## src/sv/wide_arx_block_hash_macros.svh

```systemverilog
// ----------------------------------------------------------------------------
// Assertion macros for the wide ARX block hash
// Shorthand for clocked implication checks; each expects clk and arst_n in scope.
// ----------------------------------------------------------------------------
`ifndef WIDE_ARX_BLOCK_HASH_MACROS_SVH
`define WIDE_ARX_BLOCK_HASH_MACROS_SVH

// Same-cycle implication
`define AWX_ASSERT_IMP(label, ante, cons, msg) \
	label: assert property (@(posedge clk) disable iff (!arst_n) (ante) |-> (cons)) \
		else $error(msg);

// Next-cycle implication
`define AWX_ASSERT_NXT(label, ante, cons, msg) \
	label: assert property (@(posedge clk) disable iff (!arst_n) (ante) |=> (cons)) \
		else $error(msg);

`endif

```

## src/sv/awx_pkg.sv

```systemverilog
`timescale 1ns / 1ps
// ----------------------------------------------------------------------------
// awx_pkg
// Constants, types and helpers shared by the wide ARX block hash.
// ----------------------------------------------------------------------------
package awx_pkg;

	localparam logic [63:0] MIX_K [8] = '{
		64'hFFFF_FFFF_FFFF_FFC5,
		64'd13166748625691186689,
		64'd1573836600196043749,
		64'd1478582680485693857,
		64'd1584163446043636637,
		64'd1358537349836140151,
		64'd2849285319520710901,
		64'd2366157163652459183
	};

	localparam int unsigned MIX_ROT [8] = '{17, 19, 23, 29, 31, 37, 41, 53};

	// Lane start offsets over seed plus length
	localparam logic [5:0] START_ADD [16] = '{
		6'd1, 6'd2, 6'd2, 6'd3, 6'd5, 6'd7, 6'd11, 6'd13,
		6'd17, 6'd19, 6'd23, 6'd29, 6'd31, 6'd37, 6'd41, 6'd43
	};

	localparam logic [63:0] CTR_L = 64'hEFCD_AB89_6745_2301;
	localparam logic [63:0] CTR_R = 64'h1032_5476_98BA_DCFE;

	// Configuration register indexes
	localparam logic [1:0] CFG_SEED      = 2'd0;
	localparam logic [1:0] CFG_LENGTH    = 2'd1;
	localparam logic [1:0] CFG_OUT_WORDS = 2'd2;

	typedef enum logic [1:0] {
		LOP_HOLD,
		LOP_MIX_L,
		LOP_MIX_R,
		LOP_SUB
	} lane_op_t;

	typedef enum logic [2:0] {
		ST_IDLE,
		ST_MIX,
		ST_SUB,
		ST_XTRA,
		ST_OUT
	} seq_state_t;

	typedef struct packed {
		logic       in_ready;
		lane_op_t   op;
		logic [2:0] step;
		logic       blk_tail;
		logic       out_load;
		logic [2:0] out_idx;
		logic       out_last;
	} seq_ctrl_t;

	typedef struct packed {
		logic        head;
		logic        wrap;
		logic        pad;
		logic [63:0] word;
		logic [3:0]  cnt;
		logic [5:0]  pos;
		logic [5:0]  pad_from;
	} blk_wr_t;

	typedef struct packed {
		logic [63:0] l0;
		logic [63:0] l1;
		logic [63:0] h0;
		logic [63:0] h1;
	} lane_head_t;

	// Rotate right by the fixed amount that belongs to lane step sel
	function automatic logic [63:0] rotr_sel(input logic [63:0] x, input logic [2:0] sel);
		logic [63:0] y;
		y = x;
		for (int i = 0; i < 8; i++) begin
			if (sel == 3'(i)) begin
				y = (x >> MIX_ROT[i]) | (x << (64 - MIX_ROT[i]));
			end
		end
		return y;
	endfunction

endpackage

```

## src/sv/awx_seq.sv

```systemverilog
`timescale 1ns / 1ps
`include "wide_arx_block_hash_macros.svh"
// ----------------------------------------------------------------------------
// awx_seq
// Sequencer for block mixing, lane folding, extra rounds and digest readout.
// ----------------------------------------------------------------------------
module awx_seq import awx_pkg::*; (
	input  logic      clk,
	input  logic      arst_n,
	input  logic      in_fire,
	input  logic      in_last,
	input  logic      blk_full,
	input  logic      pend_last,
	input  logic      out_free,
	input  logic [3:0] out_words,
	output seq_ctrl_t ctrl
);

	seq_state_t state_q, state_d;
	logic [2:0] step_q;
	logic [1:0] round_q;
	logic [3:0] xround_q;
	logic [2:0] widx_q;
	logic       final_q;

	logic [3:0] eff;
	logic [3:0] extra;
	logic [2:0] nout_m1;
	logic       step_end;
	logic       mix_end;
	logic       xtra_end;

	always_comb begin
		eff      = (out_words == 4'd0) ? 4'd1 : out_words;
		extra    = (eff > 4'd1) ? eff : 4'd0;
		nout_m1  = (eff > 4'd8) ? 3'd7 : 3'(eff - 4'd1);
		step_end = step_q == 3'd7;
		mix_end  = step_end && (round_q == 2'd3);
		xtra_end = step_end && (xround_q == (extra - 4'd1));
	end

	// Next state
	always_comb begin
		state_d = state_q;
		unique case (state_q)
			ST_IDLE: begin
				if (in_fire && (blk_full || in_last)) begin
					state_d = ST_MIX;
				end
			end
			ST_MIX: begin
				if (mix_end) begin
					if (final_q) begin
						state_d = ST_SUB;
					end else if (pend_last) begin
						state_d = ST_MIX;
					end else begin
						state_d = ST_IDLE;
					end
				end
			end
			ST_SUB: begin
				if (step_end) begin
					state_d = (extra != 4'd0) ? ST_XTRA : ST_OUT;
				end
			end
			ST_XTRA: begin
				if (xtra_end) begin
					state_d = ST_OUT;
				end
			end
			ST_OUT: begin
				if (out_free && (widx_q == nout_m1)) begin
					state_d = ST_IDLE;
				end
			end
			default: begin
				state_d = ST_IDLE;
			end
		endcase
	end

	// Outputs
	always_comb begin
		ctrl          = '0;
		ctrl.op       = LOP_HOLD;
		ctrl.step     = step_q;
		ctrl.out_idx  = widx_q;
		ctrl.out_last = widx_q == nout_m1;
		unique case (state_q)
			ST_IDLE: begin
				ctrl.in_ready = 1'b1;
			end
			ST_MIX: begin
				ctrl.op       = round_q[0] ? LOP_MIX_L : LOP_MIX_R;
				ctrl.blk_tail = mix_end && !final_q;
			end
			ST_SUB: begin
				ctrl.op = LOP_SUB;
			end
			ST_XTRA: begin
				ctrl.op = LOP_MIX_L;
			end
			ST_OUT: begin
				ctrl.out_load = out_free;
			end
			default: begin
				ctrl.op = LOP_HOLD;
			end
		endcase
	end

	always_ff @(posedge clk or negedge arst_n) begin
		if (!arst_n) begin
			state_q  <= ST_IDLE;
			step_q   <= 3'd0;
			round_q  <= 2'd0;
			xround_q <= 4'd0;
			widx_q   <= 3'd0;
			final_q  <= 1'b0;
		end else begin
			state_q <= state_d;
			if (ctrl.op != LOP_HOLD) begin
				step_q <= step_q + 3'd1;
			end
			if ((state_q == ST_MIX) && step_end) begin
				round_q <= round_q + 2'd1;
			end
			if ((state_q == ST_XTRA) && step_end) begin
				xround_q <= xtra_end ? 4'd0 : xround_q + 4'd1;
			end
			if (ctrl.out_load) begin
				widx_q <= ctrl.out_last ? 3'd0 : widx_q + 3'd1;
			end
			if (in_fire) begin
				final_q <= !blk_full;
			end else if (ctrl.blk_tail && pend_last) begin
				final_q <= 1'b1;
			end
		end
	end

	`AWX_ASSERT_IMP(a_ready_quiet, ctrl.in_ready, (ctrl.op == LOP_HOLD) && !ctrl.out_load, "lanes or digest active while taking items")
	`AWX_ASSERT_NXT(a_step_advance, ctrl.op != LOP_HOLD, step_q == ($past(step_q) + 3'd1), "lane step counter skipped")
	`AWX_ASSERT_NXT(a_final_follows, ctrl.blk_tail && pend_last, (state_q == ST_MIX) && final_q && (round_q == 2'd0) && (step_q == 3'd0), "final block mix not started cleanly")
	`AWX_ASSERT_NXT(a_readout_done, ctrl.out_load && ctrl.out_last, (state_q == ST_IDLE) && (widx_q == 3'd0), "digest readout did not wrap up")

endmodule

```

## config.mk

```make
export PLATFORM = sky130hd
export DESIGN_NAME = awx_seq
export DESIGN_NICKNAME = d
export VERILOG_FILES = /design/src/sv/awx_pkg.sv /design/src/sv/awx_seq.sv
export VERILOG_INCLUDE_DIRS = /design/src /design/src/sv
export SDC_FILE = /design/constraint.sdc
export NUM_CORES = 1
export LEC_CHECK = 0
export BUFFER_PORTS_ARGS = -buffer_cell sky130_fd_sc_hd__buf_2
export CORE_ASPECT_RATIO = 1.2
export CORE_MARGIN = 2
export CORE_UTILIZATION = 44
export DETAILED_ROUTE_END_ITERATION = 8
export GPL_TIMING_DRIVEN = 0
export PLACE_DENSITY_LB_ADDON = 0.12
export SYNTH_ARGS = -nofsm -noshare
export SYNTH_HDL_FRONTEND = slang
export SYNTH_SLANG_ARGS = --single-unit
```

## constraint.sdc

```tcl
create_clock -name clk -period 1.9 [get_ports clk]
set_input_delay 0.095 -clock clk [delete_from_list [all_inputs] [get_ports clk]]
set_output_delay 0.095 -clock clk [all_outputs]
set_load 0.05 [all_outputs]
```

# --- After elaboration in Yosys (flattened, before gate mapping) ---
# Index checks and enable logic that the tools add are counted.
# W data, S select, Z words.
totals:
  rom_bits: 0
  out_inout_bits: 12
  latchBits: 0
  ram_bits: 0
  inputBits: 11
  n_memories: 0
  wordCells: 65
  ff_bits: 16
op_classes:
  n_mux: 21
  eq_ne: 13
  bitwise_logic: 0
  n_reduce_logical: 17
  order_cmp: 2
  n_mul: 0
  shifts: 0
  addsub: 6
  n_div: 0
ops:
  columns: ["cell", "n"]
  rows:
  - ["$mux W3", 8]
  - ["$pmux W3 S5", 1]
  - ["$mux W4", 3]
  - ["$ne A2 B2 Y1 const B", 5]
  - ["$logic_and A1 B1 Y1", 8]
  - ["$add A3 B1 Y3 const B", 2]
  - ["$eq A3 B2 Y1 const B", 2]
  - ["$eq A3 B3 Y1 const B", 2]
  - ["$mux W1", 6]
  - ["$pmux W2 S3", 1]
  - ["$reduce_and A5 Y1", 1]
  - ["$add A4 B1 Y4 const B", 1]
  - ["$eq A4 B4 Y1", 1]
  - ["$gt A4 B1 Y1 const B", 1]
  - ["$gt A4 B4 Y1 const B", 1]
  - ["$logic_not A4 Y1", 1]
  - ["$mux W2", 2]
  - ["$reduce_bool A2 Y1", 2]
  - ["$reduce_bool A4 Y1", 1]
  - ["$sub A4 B1 Y4 const B", 1]
  - ["$eq A3 B1 Y1 const B", 1]
  - ["$eq A3 B3 Y1", 1]
  - ["$logic_not A3 Y1", 1]
  - ["$sub A3 B1 Y3 const B", 1]
  - ["4 further kinds", 5]

# --- Depth between registers and ports, before layout ---
# Gate-level depths: netlist of the first run.
depth:
  ltp_word: 9
  mapped_depth: 14
  mapped_depth_nobuf: 13

# --- Worst setup path after synthesis of the first run ---
# OpenSTA, ideal clock, no wires.
synth_timing:
  path_type: "input port to flip-flop"
  start: "in out_words[3]"
  end: "reg state_q[2]"
  n_path_buf: 1
  arrival_ns: 2.365
  setup_time_ns: 0.120
  cell_stages: 11
  required_ns: 1.780
  slack_ns: -0.585
  cell_sequence: "buf_6 > nor3_2 > or2_2 > inv_1 > ha_1 > nand2b_1 > a211oi_1 > a221o_1 > a2111oi_4 > o21ai_1 > and3_1"
synth_rtl:
  columns: ["item", "line", "source"]
  rows:
  - ["start, declared", "awx_seq.sv:15", "input logic [3:0] out_words,"]
  - ["end signal, assigned", "awx_seq.sv:122", "state_q <= state_d;"]
  - ["end, declared", "awx_seq.sv:19", "seq_state_t state_q, state_d;"]

==> flow_summary.html, run 1 <==
<table>
<tr><th>Metric</th><th>Value</th></tr>
<tr><th colspan="2">Finish</th></tr>
<tr><td>Layout-stage area growth over the synthesis result</td><td>39.1%</td></tr>
<tr><td>Antenna diode count</td><td>0</td></tr>
<tr><td>Final core area utilization</td><td>64.1%</td></tr>
<tr><td>Final cell count without fillers</td><td>~200</td></tr>
<tr><td># fillers</td><td>230</td></tr>
<tr><td>Ratio of cells with drive above 1 in the final layout</td><td>40.9%</td></tr>
<tr><td>Leading cell types in the layout, fill and taps excluded</td><td>15 x sky130_fd_sc_hd__buf_2, 14 x sky130_fd_sc_hd__buf_4, 13 x sky130_fd_sc_hd__dfrtp_1, 10 x sky130_fd_sc_hd__nand2_1, 8 x sky130_fd_sc_hd__a21oi_1</td></tr>
<tr><td>Most common cell after layout, fill and taps aside</td><td>sky130_fd_sc_hd__buf_2</td></tr>
<tr><td>Final Net Count</td><td>184</td></tr>
<tr><th colspan="2">Timing</th></tr>
<tr><td>Portion of the clock cycle consumed by the worst path in the final layout</td><td>104%</td></tr>
<tr><td>Post-layout min period</td><td>around 2 ns</td></tr>
<tr><td>Slew Limit Headroom</td><td>75.0%</td></tr>
<tr><td>Worst slew pin tran</td><td>approximately 0.37 ns</td></tr>
<tr><td>Setup Total Neg Slack</td><td>-0.350 ns</td></tr>
<tr><td>Number of failing hold endpoints at the final stage</td><td>0</td></tr>
<tr><td>Unrepaired setup endpoints after global routing</td><td>true</td></tr>
<tr><td>Endpoints failing setup</td><td>7</td></tr>
<tr><td>Highest clock frequency the design can meet</td><td>just over 0.5 GHz</td></tr>
<tr><td>Layout Skew</td><td>0.00204 ns</td></tr>
<tr><td>Worst setup slack after layout</td><td>-0.0787 ns</td></tr>
<tr><td>Final Max Tran Viols</td><td>0</td></tr>
<tr><th colspan="2">Run status</th></tr>
<tr><td>Violations in the final reports</td><td>negative setup slack</td></tr>
<tr><td>Result of the run</td><td>finished, violations left</td></tr>
<tr><th colspan="2">Synthesis</th></tr>
<tr><td>Share of the synthesized area in the top cell type</td><td>34.4%</td></tr>
<tr><td>Syn Nets</td><td>145</td></tr>
<tr><td>Asr flop ratio synth</td><td>100%</td></tr>
<tr><td>Most common flop cell mapped by yosys</td><td>sky130_fd_sc_hd__dfrtp_1</td></tr>
<tr><td>Synthesized flop and latch total</td><td>16</td></tr>
<tr><td>Yosys top cell by area</td><td>sky130_fd_sc_hd__dfrtp_1</td></tr>
<tr><td>Total of warnings raised by yosys</td><td>0</td></tr>
<tr><td>Mapped Avg Cell Area</td><td>slightly above 9 um2</td></tr>
<tr><td>Number of enable flip-flop cells after synthesis</td><td>0</td></tr>
<tr><td>Post-synth design cell area</td><td>~1200 um2</td></tr>
<tr><td>Post-synthesis cell count</td><td>126</td></tr>
<tr><td>Cell types with the largest area share after synthesis</td><td>sky130_fd_sc_hd__dfrtp_1 34%, sky130_fd_sc_hd__ha_1 8.6%, sky130_fd_sc_hd__xor2_1 3.8%</td></tr>
<tr><td>Sequential area share after synthesis</td><td>34.4%</td></tr>
<tr><td>Distinct cell type count of the synthesized netlist</td><td>slightly above 40</td></tr>
<tr><th colspan="2">Global routing</th></tr>
<tr><td>Wire length of the first global-routing pass</td><td>4440 um</td></tr>
<tr><td>Overflow left after global routing</td><td>0</td></tr>
<tr><td>Antenna violations before repair</td><td>0</td></tr>
<tr><td>Number of global-route vias before repair</td><td>1009</td></tr>
<tr><td>Global Route Usage Sum</td><td>19.4%</td></tr>
<tr><td>Largest net degree at the start of global routing</td><td>17</td></tr>
<tr><th colspan="2">Min path</th></tr>
<tr><td>Hold wc startpoint</td><td>pend_last</td></tr>
<tr><td>Hold/Removal Path Class</td><td>primary input to flip-flop</td></tr>
<tr><th colspan="2">Detailed routing</th></tr>
<tr><td>Antenna Nets Post-Route</td><td>0</td></tr>
<tr><td>Initial DRC count</td><td>20</td></tr>
<tr><td>Pre-Repair DR Iteration Count</td><td>4</td></tr>
<tr><td>Final wirelength</td><td>2700 um</td></tr>
<tr><td>Vias/cell</td><td>5.29</td></tr>
<tr><td>Post-DR wirelength/cell</td><td>13.7 um</td></tr>
<tr><td>DR DRC count</td><td>0</td></tr>
<tr><td>Vias after detailed routing</td><td>1043</td></tr>
<tr><th colspan="2">Critical path</th></tr>
<tr><td>Cell with the largest stage delay on the worst path</td><td>sky130_fd_sc_hd__a2111oi_4</td></tr>
<tr><td>Worst reg2reg path startpoint</td><td>widx_q[1]</td></tr>
<tr><td>Critical Path Source Type</td><td>primary input</td></tr>
<tr><td>Buffers &amp; Inverters on Critical Path</td><td>5</td></tr>
<tr><td>Arrival time at the worst endpoint</td><td>between 1.5 and 2 ns</td></tr>
<tr><td>Crit path max fanout</td><td>3</td></tr>
<tr><td>Largest incremental delay on the critical path</td><td>~0.37 ns</td></tr>
<tr><td>Data required, critical path</td><td>1.80 ns</td></tr>
<tr><td>Sort of element at the end of the critical path</td><td>primary output</td></tr>
<tr><td>Register-to-register setup slack</td><td>0.16 ns</td></tr>
<tr><td>Class of the most critical setup path</td><td>primary input to primary output</td></tr>
<tr><td>CP Launch Point</td><td>out_words[2]</td></tr>
<tr><td>Crit path cell chain</td><td>buf_12 &gt; nor3_4 &gt; or2_4 &gt; inv_2 &gt; ha_4 &gt; buf_4 &gt; buf_4 &gt; a221oi_4 &gt; nor2_2 &gt; a2111oi_4 &gt; buf_6</td></tr>
<tr><td>Most numerous cell on the critical path</td><td>sky130_fd_sc_hd__buf_4</td></tr>
<tr><td>Cell class contributing the biggest share of worst-path delay</td><td>buffers and inverters</td></tr>
<tr><th colspan="2">Place</th></tr>
<tr><td>RD Place Congestion</td><td>0.901</td></tr>
<tr><td>Post-Place Worst Slack</td><td>-0.632 ns</td></tr>
<tr><td>HPWL after DPL</td><td>1870 um</td></tr>
<tr><td>Number of port buffers</td><td>20</td></tr>
<tr><td>Cell Count Post-Placement</td><td>179</td></tr>
<tr><th colspan="2">Power</th></tr>
<tr><td>Leakage power figure</td><td>0.726 nW</td></tr>
<tr><td>Pwr/cell area</td><td>1450 nW/um2</td></tr>
<tr><td>Worst voltage drop across the vdd grid</td><td>a little over 1000 uV</td></tr>
<tr><td>Total design power</td><td>0.00235 W</td></tr>
<tr><th colspan="2">Clocking</th></tr>
<tr><td>CTS clock-pin slew for the worst setup and hold paths</td><td>0.09 ns</td></tr>
<tr><td>CTS H-Tree Depth</td><td>1</td></tr>
<tr><td>Clock sinks</td><td>16</td></tr>
<tr><td>TritonCTS clock tree</td><td>built</td></tr>
<tr><td>CTS root buf</td><td>sky130_fd_sc_hd__clkbuf_4</td></tr>
<tr><td>Max Root-Sink Buffers</td><td>2</td></tr>
<tr><td>Clock insertion delay at the later pin of the skew report</td><td>between 0.2 and 0.3 ns</td></tr>
<tr><td>Number of buffers added by the clock tree synthesis step</td><td>3</td></tr>
<tr><th colspan="2">Floorplanning</th></tr>
<tr><td>Width of the die</td><td>51.0 um</td></tr>
<tr><td>Overall die area</td><td>between 3000 and 4000 um2</td></tr>
<tr><td>Core area</td><td>2530 um2</td></tr>
<tr><td>Starting density of the core</td><td>around 46%</td></tr>
<tr><td>Top-level I/O count</td><td>23</td></tr>
<tr><td>Height of the chip</td><td>60.4 um</td></tr>
<tr><td>Total number of placement rows</td><td>20</td></tr>
<tr><th colspan="2">Run</th></tr>
<tr><td>Number of max-capacitance violations reported</td><td>0</td></tr>
</table>
## flip-flops by register name, indices dropped and copies added, names as in the netlist
register / count
round_q: 2
step_q: 3
widx_q: 3
xround_q: 4
state_q: 3
final_q: 1
## report_power, final
group	switching (W)	internal, W
logic	0.000877	0.000539
registers	0.000210	0.000495
clock network	0.000107	0.000117
total	0.00119	0.00115
## routing by layer
layer  part of all wire, %  track usage [%]  wire length (um)
met5                     0                0                 0
met4                  0.63             8.11                17
met3                   4.0             2.96               109
met2                    53             36.7              1430
met1                    42             21.6              1140
## cell usage after synthesis, drive strengths merged, types with 2 or more instances
library cell / count
ha: 8
buf: 2
dfrtp: 16
nand3: 5
nand2: 10
xnor2: 3
o21ai: 5
a21oi: 9
nor3: 5
a21o: 4
nor2: 10
mux2: 3
clkbuf: 3
o211ai: 2
or3: 2
inv: 8
o22ai: 2
nand4b: 2
xor2: 5
nand2b: 4
## through the flow
stage / instance area (um2) / hold WS, ns
after global routing: 1620 / 0.154
after global placement: 1370 / 0.0355
after floorplan: 1230 / -0.201
after CTS: 1560 / 0.110
final: 1620 / 0.114
after detailed placement: 1370 / 0.0348
## tightest hold or removal path, cell delays in order
cell,delay [ns]
sky130_fd_sc_hd__buf_2,0.09
sky130_fd_sc_hd__a311oi_1,0.08
sky130_fd_sc_hd__a21oi_1,0.10
## cell families after synthesis
kind of cell	share of synthesized area (%)
multiplexers	2.90
adder cells (fa/ha/maj)	8.59
AO/OA/AOI/OAI	23.6
AND/OR/NAND/NOR	19.0
XOR/XNOR	6.02
buffers and inverters	5.48
flip-flops	34.4
## worst paths after layout
path,endpoint,depth (start not counted)
max,ctrl[0],11
min,final_q,3
max reg2reg,state_q[2],7
min reg2reg,step_q[0],1
max in group asynchronous,widx_q[1],2
min in group asynchronous,xround_q[3],2
## timing repair
action / in CTS / in global routing
pin swaps: 9 / 6
endpoints found under the hold margin: 17 / 0
resized for setup: 14 / 12
setup buffers: 10 / 3
endpoints found under the setup margin: 10 / 10
hold buffers: 3 / 0
## area by class of cell
class                      instances  area (um2)  share of cell area (%)
buffer                             3        45.0                    2.78
clock buffer                       4        36.3                    2.24
inverter                           8        30.0                    1.85
multi-input combinational         97         808                    49.9
sequential                        16         404                    24.9
tap                               33        41.3                    2.55
timing repair buffer              36         255                    15.8
(Power assumes the default switching activity.)
==> run 2, diff against run 1 <==
--- a/config.mk
+++ b/config.mk
@@ -6,7 +6,9 @@
 export SDC_FILE = /design/constraint.sdc
 export NUM_CORES = 1
 export LEC_CHECK = 0
+export ABC_AREA = 1
 export BUFFER_PORTS_ARGS = -buffer_cell sky130_fd_sc_hd__buf_2
+export CAP_MARGIN = 20
 export CORE_ASPECT_RATIO = 1.2
 export CORE_MARGIN = 2
 export CORE_UTILIZATION = 44
==> run 2 against run 1 <==
Setup slack improved by 0.22 ns; critical path type is now primary input to flip-flop; the flow finishes with violations (negative hold slack); via count increased by 9.3%; sequential power decreased by 9.5%; first-iteration DRC count increased by 25%; maximum frequency increased by 13%.
==> flow_summary.html, run 2 <==
<table>
<tr><th>Metric</th><th>Value</th></tr>
<tr><th colspan="2">Finish</th></tr>
<tr><td>Final instance area</td><td>1600 um2 (-1.2%)</td></tr>
<tr><td>Final Net Count</td><td>218 (+18%)</td></tr>
<tr><td>Max reg flops</td><td>4 (unchanged)</td></tr>
<tr><td>Ratio of cells with drive above 1 in the final layout</td><td>37.9% (-3.0 points)</td></tr>
<tr><td>Layout-stage area growth over the synthesis result</td><td>28.0%</td></tr>
<tr><td>Most common cell after layout, fill and taps aside</td><td>sky130_fd_sc_hd__nand2_1</td></tr>
<tr><td>Biggest register</td><td>xround_q</td></tr>
<tr><td>Antenna diode count</td><td>0 (unchanged)</td></tr>
<tr><td>Final cell count without fillers</td><td>232 (+18%)</td></tr>
<tr><td>Leading cell types in the layout, fill and taps excluded</td><td>36 x sky130_fd_sc_hd__nand2_1, 21 x sky130_fd_sc_hd__buf_2, 18 x sky130_fd_sc_hd__inv_1, 14 x sky130_fd_sc_hd__dfrtp_1, 10 x sky130_fd_sc_hd__buf_4</td></tr>
<tr><th colspan="2">Clocking</th></tr>
<tr><td>Max Root-Sink Buffers</td><td>2 (unchanged)</td></tr>
<tr><td>Clock insertion delay at the later pin of the skew report</td><td>0.30 ns (about the same)</td></tr>
<tr><td>CTS H-Tree Depth</td><td>1 (unchanged)</td></tr>
<tr><td>CTS root buf</td><td>sky130_fd_sc_hd__clkbuf_4</td></tr>
<tr><td>TritonCTS clock tree</td><td>built</td></tr>
<tr><td>Number of buffers added by the clock tree synthesis step</td><td>3 (unchanged)</td></tr>
<tr><td>CTS clock-pin slew for the worst setup and hold paths</td><td>0.11 ns (+0.02 ns)</td></tr>
<tr><td>Clock sinks</td><td>16 (unchanged)</td></tr>
<tr><th colspan="2">Place</th></tr>
<tr><td>RD Place Congestion</td><td>0.861 (-4.4%)</td></tr>
<tr><td>HPWL after DPL</td><td>1970 um (+5.4%)</td></tr>
<tr><td>Cell Count Post-Placement</td><td>216 (+21%)</td></tr>
<tr><td>Number of port buffers</td><td>22 (+10%)</td></tr>
<tr><td>DP Area</td><td>1450 um2 (+5.7%)</td></tr>
<tr><th colspan="2">Synthesis</th></tr>
<tr><td>Share of the synthesized area in the top cell type</td><td>32.0% (-2.3 points)</td></tr>
<tr><td>Most used standard cells in the synthesized netlist</td><td>36 x sky130_fd_sc_hd__nand2_1, 19 x sky130_fd_sc_hd__inv_1, 16 x sky130_fd_sc_hd__dfrtp_1</td></tr>
<tr><td>Asr flop ratio synth</td><td>100% (unchanged)</td></tr>
<tr><td>Mapped Avg Cell Area</td><td>7.81 um2 (-15%)</td></tr>
<tr><td>Cell types with the largest area share after synthesis</td><td>sky130_fd_sc_hd__dfrtp_1 32%, sky130_fd_sc_hd__nand2_1 11%, sky130_fd_sc_hd__ha_1 8.0%</td></tr>
<tr><td>Syn Nets</td><td>179 (+23%)</td></tr>
<tr><td>Synthesized flop and latch total</td><td>16 (unchanged)</td></tr>
<tr><td>Post-synthesis cell count</td><td>160 (+27%)</td></tr>
<tr><td>Yosys top cell by area</td><td>sky130_fd_sc_hd__dfrtp_1</td></tr>
<tr><td>Total of warnings raised by yosys</td><td>0 (unchanged)</td></tr>
<tr><td>Most common flop cell mapped by yosys</td><td>sky130_fd_sc_hd__dfrtp_1</td></tr>
<tr><td>Sequential area share after synthesis</td><td>32.0% (-2.3 points)</td></tr>
<tr><td>Post-synth design cell area</td><td>1250 um2 (+7.3%)</td></tr>
<tr><td>Number of enable flip-flop cells after synthesis</td><td>0 (unchanged)</td></tr>
<tr><td>Most common cell in the netlist</td><td>sky130_fd_sc_hd__nand2_1</td></tr>
<tr><td>Distinct cell type count of the synthesized netlist</td><td>30 (-27%)</td></tr>
<tr><th colspan="2">Global routing</th></tr>
<tr><td>Antenna violations before repair</td><td>0 (unchanged)</td></tr>
<tr><td>Overflow left after global routing</td><td>0 (unchanged)</td></tr>
<tr><td>Global Route Usage Sum</td><td>17.1% (-2.3 points)</td></tr>
<tr><td>Number of global-route vias before repair</td><td>1052 (+4.3%)</td></tr>
<tr><td>Wire length of the first global-routing pass</td><td>4270 um (-3.7%)</td></tr>
<tr><td>Largest net degree at the start of global routing</td><td>17 (unchanged)</td></tr>
<tr><th colspan="2">Power</th></tr>
<tr><td>Leakage power figure</td><td>0.819 nW (+13%)</td></tr>
<tr><td>Pwr/cell area</td><td>1490 nW/um2 (+2.8%)</td></tr>
<tr><td>Worst voltage drop across the vdd grid</td><td>908 uV (-13%)</td></tr>
<tr><td>Total design power</td><td>0.00238 W (+1.5%)</td></tr>
<tr><th colspan="2">Critical path</th></tr>
<tr><td>Largest incremental delay on the critical path</td><td>0.21 ns (-0.16 ns)</td></tr>
<tr><td>Arrival time at the worst endpoint</td><td>1.95 ns (+0.07 ns)</td></tr>
<tr><td>Crit path max fanout</td><td>4 (+1)</td></tr>
<tr><td>Most numerous cell on the critical path</td><td>sky130_fd_sc_hd__nand2_4</td></tr>
<tr><td>Critical Path Source Type</td><td>primary input</td></tr>
<tr><td>Count of cell instances traversed by the critical path</td><td>16 (+5)</td></tr>
<tr><td>Cell class contributing the biggest share of worst-path delay</td><td>simple AND/OR/NAND/NOR gates</td></tr>
<tr><td>Data required, critical path</td><td>2.09 ns (+0.29 ns)</td></tr>
<tr><td>Number of cells on the worst reg-to-reg path</td><td>9 (+2)</td></tr>
<tr><td>Cell with the largest stage delay on the worst path</td><td>sky130_fd_sc_hd__or2_1</td></tr>
<tr><td>Crit path cell chain</td><td>buf_2 &gt; inv_2 &gt; nand2_4 &gt; nand2_8 &gt; inv_2 &gt; ha_4 &gt; o21ai_4 &gt; nand2_4 &gt; ha_4 &gt; or2_1 &gt; nand3_1 &gt; nand3_2 &gt; nor2_4 &gt; nand2_4 &gt; a22oi_1 &gt; o21ai_1</td></tr>
<tr><td>Class of the most critical setup path</td><td>primary input to flip-flop</td></tr>
<tr><td>Buffers &amp; Inverters on Critical Path</td><td>3 (-2)</td></tr>
<tr><td>Sort of element at the end of the critical path</td><td>flip-flop</td></tr>
<tr><th colspan="2">Timing</th></tr>
<tr><td>Highest clock frequency the design can meet</td><td>0.569 GHz (+13%)</td></tr>
<tr><td>Worst hold slack</td><td>-0.00252 ns (-0.117 ns)</td></tr>
<tr><td>Slew Limit Headroom</td><td>75.0% (about the same)</td></tr>
<tr><td>Number of failing hold endpoints at the final stage</td><td>1 (+1)</td></tr>
<tr><td>Post-layout min period</td><td>1.76 ns (-0.221 ns)</td></tr>
<tr><td>Final Max Tran Viols</td><td>0 (unchanged)</td></tr>
<tr><td>Worst slew pin tran</td><td>0.376 ns (+0.000915 ns)</td></tr>
<tr><td>Endpoints failing setup</td><td>0 (-7)</td></tr>
<tr><td>Portion of the clock cycle consumed by the worst path in the final layout</td><td>92.5% (-12 points)</td></tr>
<tr><td>Layout Skew</td><td>0.0126 ns (+0.0105 ns)</td></tr>
<tr><th colspan="2">Floorplanning</th></tr>
<tr><td>Core area</td><td>2760 um2 (+9.2%)</td></tr>
<tr><td>Total number of placement rows</td><td>21 (+5.0%)</td></tr>
<tr><td>Height of the chip</td><td>62.4 um (+3.3%)</td></tr>
<tr><td>Width of the die</td><td>52.7 um (+3.3%)</td></tr>
<tr><td>Starting density of the core</td><td>45.3% (-0.78 points)</td></tr>
<tr><td>Overall die area</td><td>3280 um2 (+6.8%)</td></tr>
<tr><td>Top-level I/O count</td><td>23 (unchanged)</td></tr>
<tr><th colspan="2">Detailed routing</th></tr>
<tr><td>DR DRC count</td><td>0 (unchanged)</td></tr>
<tr><td>Post-DR wirelength/cell</td><td>11.0 um (-20%)</td></tr>
<tr><td>Vias after detailed routing</td><td>1140 (+9.3%)</td></tr>
<tr><td>Initial DRC count</td><td>25 (+25%)</td></tr>
<tr><td>Final wirelength</td><td>2550 um (-5.6%)</td></tr>
<tr><td>Pre-Repair DR Iteration Count</td><td>4 (unchanged)</td></tr>
<tr><td>Antenna Nets Post-Route</td><td>0 (unchanged)</td></tr>
<tr><td>Vias/cell</td><td>4.91 (-7.2%)</td></tr>
<tr><th colspan="2">Run status</th></tr>
<tr><td>Violations in the final reports</td><td>negative hold slack</td></tr>
<tr><td>Result of the run</td><td>finished, violations left</td></tr>
<tr><th colspan="2">Min path</th></tr>
<tr><td>Cell depth of the worst hold path</td><td>2 (-1)</td></tr>
<tr><td>Hold/Removal Path Class</td><td>primary input to flip-flop</td></tr>
<tr><th colspan="2">Run</th></tr>
<tr><td>Number of max-capacitance violations reported</td><td>0 (unchanged)</td></tr>
</table>
-- run 2: cell types whose count changed after synthesis, moves of 5 or more --
cell                      previous run  this run
sky130_fd_sc_hd__nand2_1            10        36
sky130_fd_sc_hd__inv_1               8        19
sky130_fd_sc_hd__inv_2               0         7
sky130_fd_sc_hd__nand2_2             0         6
sky130_fd_sc_hd__nand2_4             0         5
sky130_fd_sc_hd__nand3_1             5        10
-- run 2: final cells by class --
class | count | area (um2)
timing repair buffer | 34 | 211
fill | 279 | 1160
sequential | 16 | 403
multi-input combinational | 117 | 806
tap | 34 | 42.5
clock buffer | 4 | 36.3
inverter | 27 | 101
-- run 2: power breakdown --
| group | switching (W) | internal (W) |
|---|---|---|
| registers | 0.000139 | 0.000499 |
| logic | 0.00101 | 0.000496 |
| clock network | 0.000120 | 0.000117 |
| total | 0.00127 | 0.00111 |
-- run 2: worst paths after layout --
kind,from,end,slack [ns]
worst max-delay path,out_words[1],state_q[0],0.14
worst min-delay path,in_fire,final_q,-0.003
worst max register to register,step_q[0],xround_q[3],0.22
worst min register to register,step_q[0],step_q[0],0.49
max in group asynchronous,arst_n,step_q[0],1.37
min in group asynchronous,arst_n,widx_q[1],0.22
-- run 2: worst reg2reg max path, delay by kind of cell (launching register included) --
kind	cells	cell delay [ns]
fa+ha+maj	2	0.36
xor+xnor	1	0.17
simple gates	3	0.46
buf+inv	3	0.20
flops	1	0.39
-- run 2: kinds of logic after synthesis --
kind of cell	count (synthesis)	synth area share [%]
flip-flops	16	32.0
buffers and inverters	27	8.11
multiplexers	3	2.70
XOR/XNOR	5	3.50
AO/OA/AOI/OAI	18	8.61
adder cells (fa/ha/maj)	8	8.01
AND/OR/NAND/NOR	83	37.0
-- run 2: per-stage QoR --
stage	setup TNS [ns]	setup slack [ns]	util, %
after global routing	-0.00294	-0.00294	58.0
after detailed placement	-1.87	-0.331	52.5
after floorplan	-0.0159	-0.0113	-
final	0	0.143	58.0
after global placement	-1.62	-0.297	52.5
after CTS	0	0.0569	54.8
-- run 2: repair_timing --
action	CTS	global route
gates resized for setup	0	6
pin swaps	1	11
hold endpoints to repair	17	0
setup endpoints to repair	1	5
buffers inserted	1	9
hold buffers	2	0
cloned	0	0
-- run 2: per-layer routing --
metal	track usage, %	wire [um]
met1	22.0	1130
met2	27.5	1280
met3	3.11	94
met4	7.37	38
met5	0	0
==> run 3, diff against run 2 <==
--- a/config.mk
+++ b/config.mk
@@ -12,6 +12,7 @@
 export CORE_ASPECT_RATIO = 1.2
 export CORE_MARGIN = 2
 export CORE_UTILIZATION = 44
+export CTS_BUF_LIST = sky130_fd_sc_hd__clkbuf_4
 export DETAILED_ROUTE_END_ITERATION = 8
 export GPL_TIMING_DRIVEN = 0
 export PLACE_DENSITY_LB_ADDON = 0.12
==> run 3 against run 2 <==
The flow now finishes without violations; core utilization increased by 0.41 points; combinational power about the same; critical path depth down 10; setup slack worse by 0.058 ns; critical path type is now flip-flop to flip-flop; critical endpoint is now final_q; highest routed layer unchanged.
==> flow_summary.html, run 3 (synthesized netlist as in run 2, its figures left out) <==
<table>
<tr><th>Metric</th><th>Value</th></tr>
<tr><th colspan="2">Global routing</th></tr>
<tr><td>Top Usage Layer GRT</td><td>met2</td></tr>
<tr><td>Met2 capacity usage during global routing</td><td>28.0% (+0.47 points)</td></tr>
<tr><td>M3 GR Usage</td><td>3.11% (unchanged)</td></tr>
<tr><td>Largest net degree at the start of global routing</td><td>17 (unchanged)</td></tr>
<tr><td>Number of global-route vias before repair</td><td>1062 (+0.95%)</td></tr>
<tr><td>Global-route track usage on met1</td><td>21.9% (-0.10 points)</td></tr>
<tr><td>Overflow left after global routing</td><td>0 (unchanged)</td></tr>
<tr><td>Global Route Usage Sum</td><td>17.4% (+0.26 points)</td></tr>
<tr><td>Wire length of the first global-routing pass</td><td>4330 um (+1.5%)</td></tr>
<tr><td>Antenna violations before repair</td><td>0 (unchanged)</td></tr>
<tr><th colspan="2">Detailed routing</th></tr>
<tr><td>Vias/cell</td><td>4.88 (-0.60%)</td></tr>
<tr><td>Post-DR wirelength/cell</td><td>11.1 um (+1.5%)</td></tr>
<tr><td>DR DRC count</td><td>0 (unchanged)</td></tr>
<tr><td>Pre-Repair DR Iteration Count</td><td>4 (unchanged)</td></tr>
<tr><td>Initial DRC count</td><td>11 (-56%)</td></tr>
<tr><td>Antenna Nets Post-Route</td><td>0 (unchanged)</td></tr>
<tr><td>Vias after detailed routing</td><td>1138 (-0.18%)</td></tr>
<tr><td>Final wirelength</td><td>2600 um (+2.0%)</td></tr>
<tr><th colspan="2">Critical path</th></tr>
<tr><td>Crit path max fanout</td><td>4 (unchanged)</td></tr>
<tr><td>Arrival time at the worst endpoint</td><td>2.06 ns (+0.11 ns)</td></tr>
<tr><td>Crit path cell chain</td><td>nor3_4 &gt; inv_2 &gt; nor3_4 &gt; nand2_1 &gt; a22oi_1 &gt; dlygate4sd3_1</td></tr>
<tr><td>Most numerous cell on the critical path</td><td>sky130_fd_sc_hd__nor3_4</td></tr>
<tr><td>Cell with the largest stage delay on the worst path</td><td>sky130_fd_sc_hd__dlygate4sd3_1</td></tr>
<tr><td>Data required, critical path</td><td>2.14 ns (+0.05 ns)</td></tr>
<tr><td>Class of the most critical setup path</td><td>flip-flop to flip-flop</td></tr>
<tr><td>Critical Path Source Type</td><td>flip-flop</td></tr>
<tr><td>Sort of element at the end of the critical path</td><td>flip-flop</td></tr>
<tr><td>Largest incremental delay on the critical path</td><td>0.58 ns (+0.37 ns)</td></tr>
<tr><th colspan="2">Clocking</th></tr>
<tr><td>Max Root-Sink Buffers</td><td>2 (unchanged)</td></tr>
<tr><td>Number of buffers added by the clock tree synthesis step</td><td>3 (unchanged)</td></tr>
<tr><td>CTS clock-pin slew for the worst setup and hold paths</td><td>0.10 ns (about the same)</td></tr>
<tr><td>TritonCTS clock tree</td><td>built</td></tr>
<tr><td>CTS H-Tree Depth</td><td>1 (unchanged)</td></tr>
<tr><td>CTS root buf</td><td>sky130_fd_sc_hd__clkbuf_4</td></tr>
<tr><td>Clock insertion delay at the later pin of the skew report</td><td>0.30 ns (about the same)</td></tr>
<tr><td>Clock sinks</td><td>16 (unchanged)</td></tr>
<tr><th colspan="2">Timing</th></tr>
<tr><td>Post-layout min period</td><td>1.82 ns (+0.0582 ns)</td></tr>
<tr><td>Endpoints failing setup</td><td>0 (unchanged)</td></tr>
<tr><td>Slew Limit Headroom</td><td>74.7% (-0.24 points)</td></tr>
<tr><td>Portion of the clock cycle consumed by the worst path in the final layout</td><td>95.6% (+3.1 points)</td></tr>
<tr><td>Unrepaired setup endpoints after global routing</td><td>true</td></tr>
<tr><td>Worst slew pin tran</td><td>0.379 ns (+0.00360 ns)</td></tr>
<tr><td>Final Max Tran Viols</td><td>0 (unchanged)</td></tr>
<tr><td>Setup Total Neg Slack</td><td>0 ns (unchanged)</td></tr>
<tr><td>Number of failing hold endpoints at the final stage</td><td>0 (-1)</td></tr>
<tr><td>Layout Skew</td><td>0.00584 ns (-0.00674 ns)</td></tr>
<tr><td>Highest clock frequency the design can meet</td><td>0.551 GHz (-3.2%)</td></tr>
<tr><th colspan="2">Floorplanning</th></tr>
<tr><td>Height of the chip</td><td>62.4 um (unchanged)</td></tr>
<tr><td>Top-level I/O count</td><td>23 (unchanged)</td></tr>
<tr><td>Overall die area</td><td>3280 um2 (unchanged)</td></tr>
<tr><td>Starting density of the core</td><td>45.3% (unchanged)</td></tr>
<tr><td>Core area</td><td>2760 um2 (unchanged)</td></tr>
<tr><td>Total number of placement rows</td><td>21 (unchanged)</td></tr>
<tr><td>Width of the die</td><td>52.7 um (unchanged)</td></tr>
<tr><th colspan="2">Finish</th></tr>
<tr><td>Most common cell after layout, fill and taps aside</td><td>sky130_fd_sc_hd__nand2_1</td></tr>
<tr><td>Biggest register</td><td>xround_q</td></tr>
<tr><td>Final Net Count</td><td>219 (+0.46%)</td></tr>
<tr><td>Max reg flops</td><td>4 (unchanged)</td></tr>
<tr><td>Antenna diode count</td><td>0 (unchanged)</td></tr>
<tr><td>Ratio of cells with drive above 1 in the final layout</td><td>38.2% (+0.31 points)</td></tr>
<tr><td>Final core area utilization</td><td>58.4% (+0.41 points)</td></tr>
<tr><td>Leading cell types in the layout, fill and taps excluded</td><td>35 x sky130_fd_sc_hd__nand2_1, 21 x sky130_fd_sc_hd__buf_2, 18 x sky130_fd_sc_hd__inv_1, 14 x sky130_fd_sc_hd__dfrtp_1, 10 x sky130_fd_sc_hd__buf_4</td></tr>
<tr><td>Layout-stage area growth over the synthesis result</td><td>28.9%</td></tr>
<tr><td>Final cell count without fillers</td><td>233 (+0.43%)</td></tr>
<tr><th colspan="2">Place</th></tr>
<tr><td>HPWL after DPL</td><td>1970 um (unchanged)</td></tr>
<tr><td>Number of port buffers</td><td>22 (unchanged)</td></tr>
<tr><td>Cell Count Post-Placement</td><td>216 (unchanged)</td></tr>
<tr><td>RD Place Congestion</td><td>0.861 (unchanged)</td></tr>
<tr><th colspan="2">Power</th></tr>
<tr><td>Pwr/cell area</td><td>1470 nW/um2 (-1.2%)</td></tr>
<tr><td>Worst voltage drop across the vdd grid</td><td>934 uV (+2.9%)</td></tr>
<tr><td>Leakage power figure</td><td>0.819 nW (about the same)</td></tr>
<tr><th colspan="2">Run status</th></tr>
<tr><td>Result of the run</td><td>finished clean</td></tr>
<tr><th colspan="2">Run</th></tr>
<tr><td>Number of max-capacitance violations reported</td><td>0 (unchanged)</td></tr>
<tr><th colspan="2">Min path</th></tr>
<tr><td>Hold/Removal Path Class</td><td>primary input to flip-flop</td></tr>
</table>
-- run 3: cell types whose count changed in the layout (fill, tap and decap cells not counted) --
cell	delta
sky130_fd_sc_hd__nand2_2	+1
sky130_fd_sc_hd__dlygate4sd3_1	+1
sky130_fd_sc_hd__nor3_4	+1
sky130_fd_sc_hd__clkinv_1	+1
sky130_fd_sc_hd__nor3_2	-1
sky130_fd_sc_hd__clkbuf_8	-1
sky130_fd_sc_hd__nand2_1	-1
sky130_fd_sc_hd__nor2_1	-1
sky130_fd_sc_hd__nor2_2	+1
-- run 3: what timing repair did --
| action | in CTS | in global routing |
|---|---|---|
| setup buffers | 1 | 9 |
| resized for setup | 0 | 9 |
| setup endpoints to repair | 1 | 6 |
| pin swaps | 1 | 11 |
| hold buffers | 3 | 0 |
| hold endpoints to repair | 17 | 0 |
-- run 3: final cells by class --
class,count,area (um2)
Clock inverter,1,3.75
Tap cell,34,42.5
Sequential cell,16,403
Clock buffer,3,22.5
Fill cell,279,1150
Multi-Input combinational cell,117,817
Inverter,27,101
Timing Repair Buffer,35,221
-- run 3: final timing paths --
kind | startpoint | endpoint | slack, ns | cells past startpoint
setup / recovery | state_q[1] | final_q | 0.08 | 6
hold / removal | pend_last | state_q[0] | 0.13 | 3
setup reg to reg | state_q[1] | final_q | 0.08 | 6
hold reg to reg | step_q[0] | step_q[0] | 0.49 | 1
max in group asynchronous | arst_n | step_q[0] | 1.37 | 2
min in group asynchronous | arst_n | state_q[1] | 0.23 | 2
-- run 3: metal layers --
layer / up-vias / part of all wire [%]
li1: 590 / -
met1: 520 / 43
met3: 7 / 3.3
met2: 21 / 51
met4: 0 / 2.5
met5: - / 0
-- run 3: per-stage QoR --
stage          hold WS [ns]  cell area, um2  power, W  setup slack [ns]
6_report              0.128            1610   0.00237            0.0844
5_1_grt               0.138            1610   0.00257           -0.0796
4_1_cts               0.130            1510   0.00234            0.0232
3_5_place_dp         0.0345            1450   0.00213            -0.331
3_3_place_gp         0.0337            1450   0.00208            -0.297
2_1_floorplan        -0.201            1300   0.00182           -0.0113
-- run 3: power by group --
part           switching (W)  leakage, nW  internal (W)
Sequential          0.000147        0.188      0.000499
Combinational        0.00102        0.615      0.000510
Clock               0.000117       0.0154     0.0000766
-- run 3: critical path, delay by kind of cell, from the launching register on --
kind | cells | cell delay [ns]
AO/OA/AOI/OAI | 1 | 0.12
buffers and inverters | 2 | 0.68
AND/OR/NAND/NOR | 3 | 0.52
flip-flops | 1 | 0.45
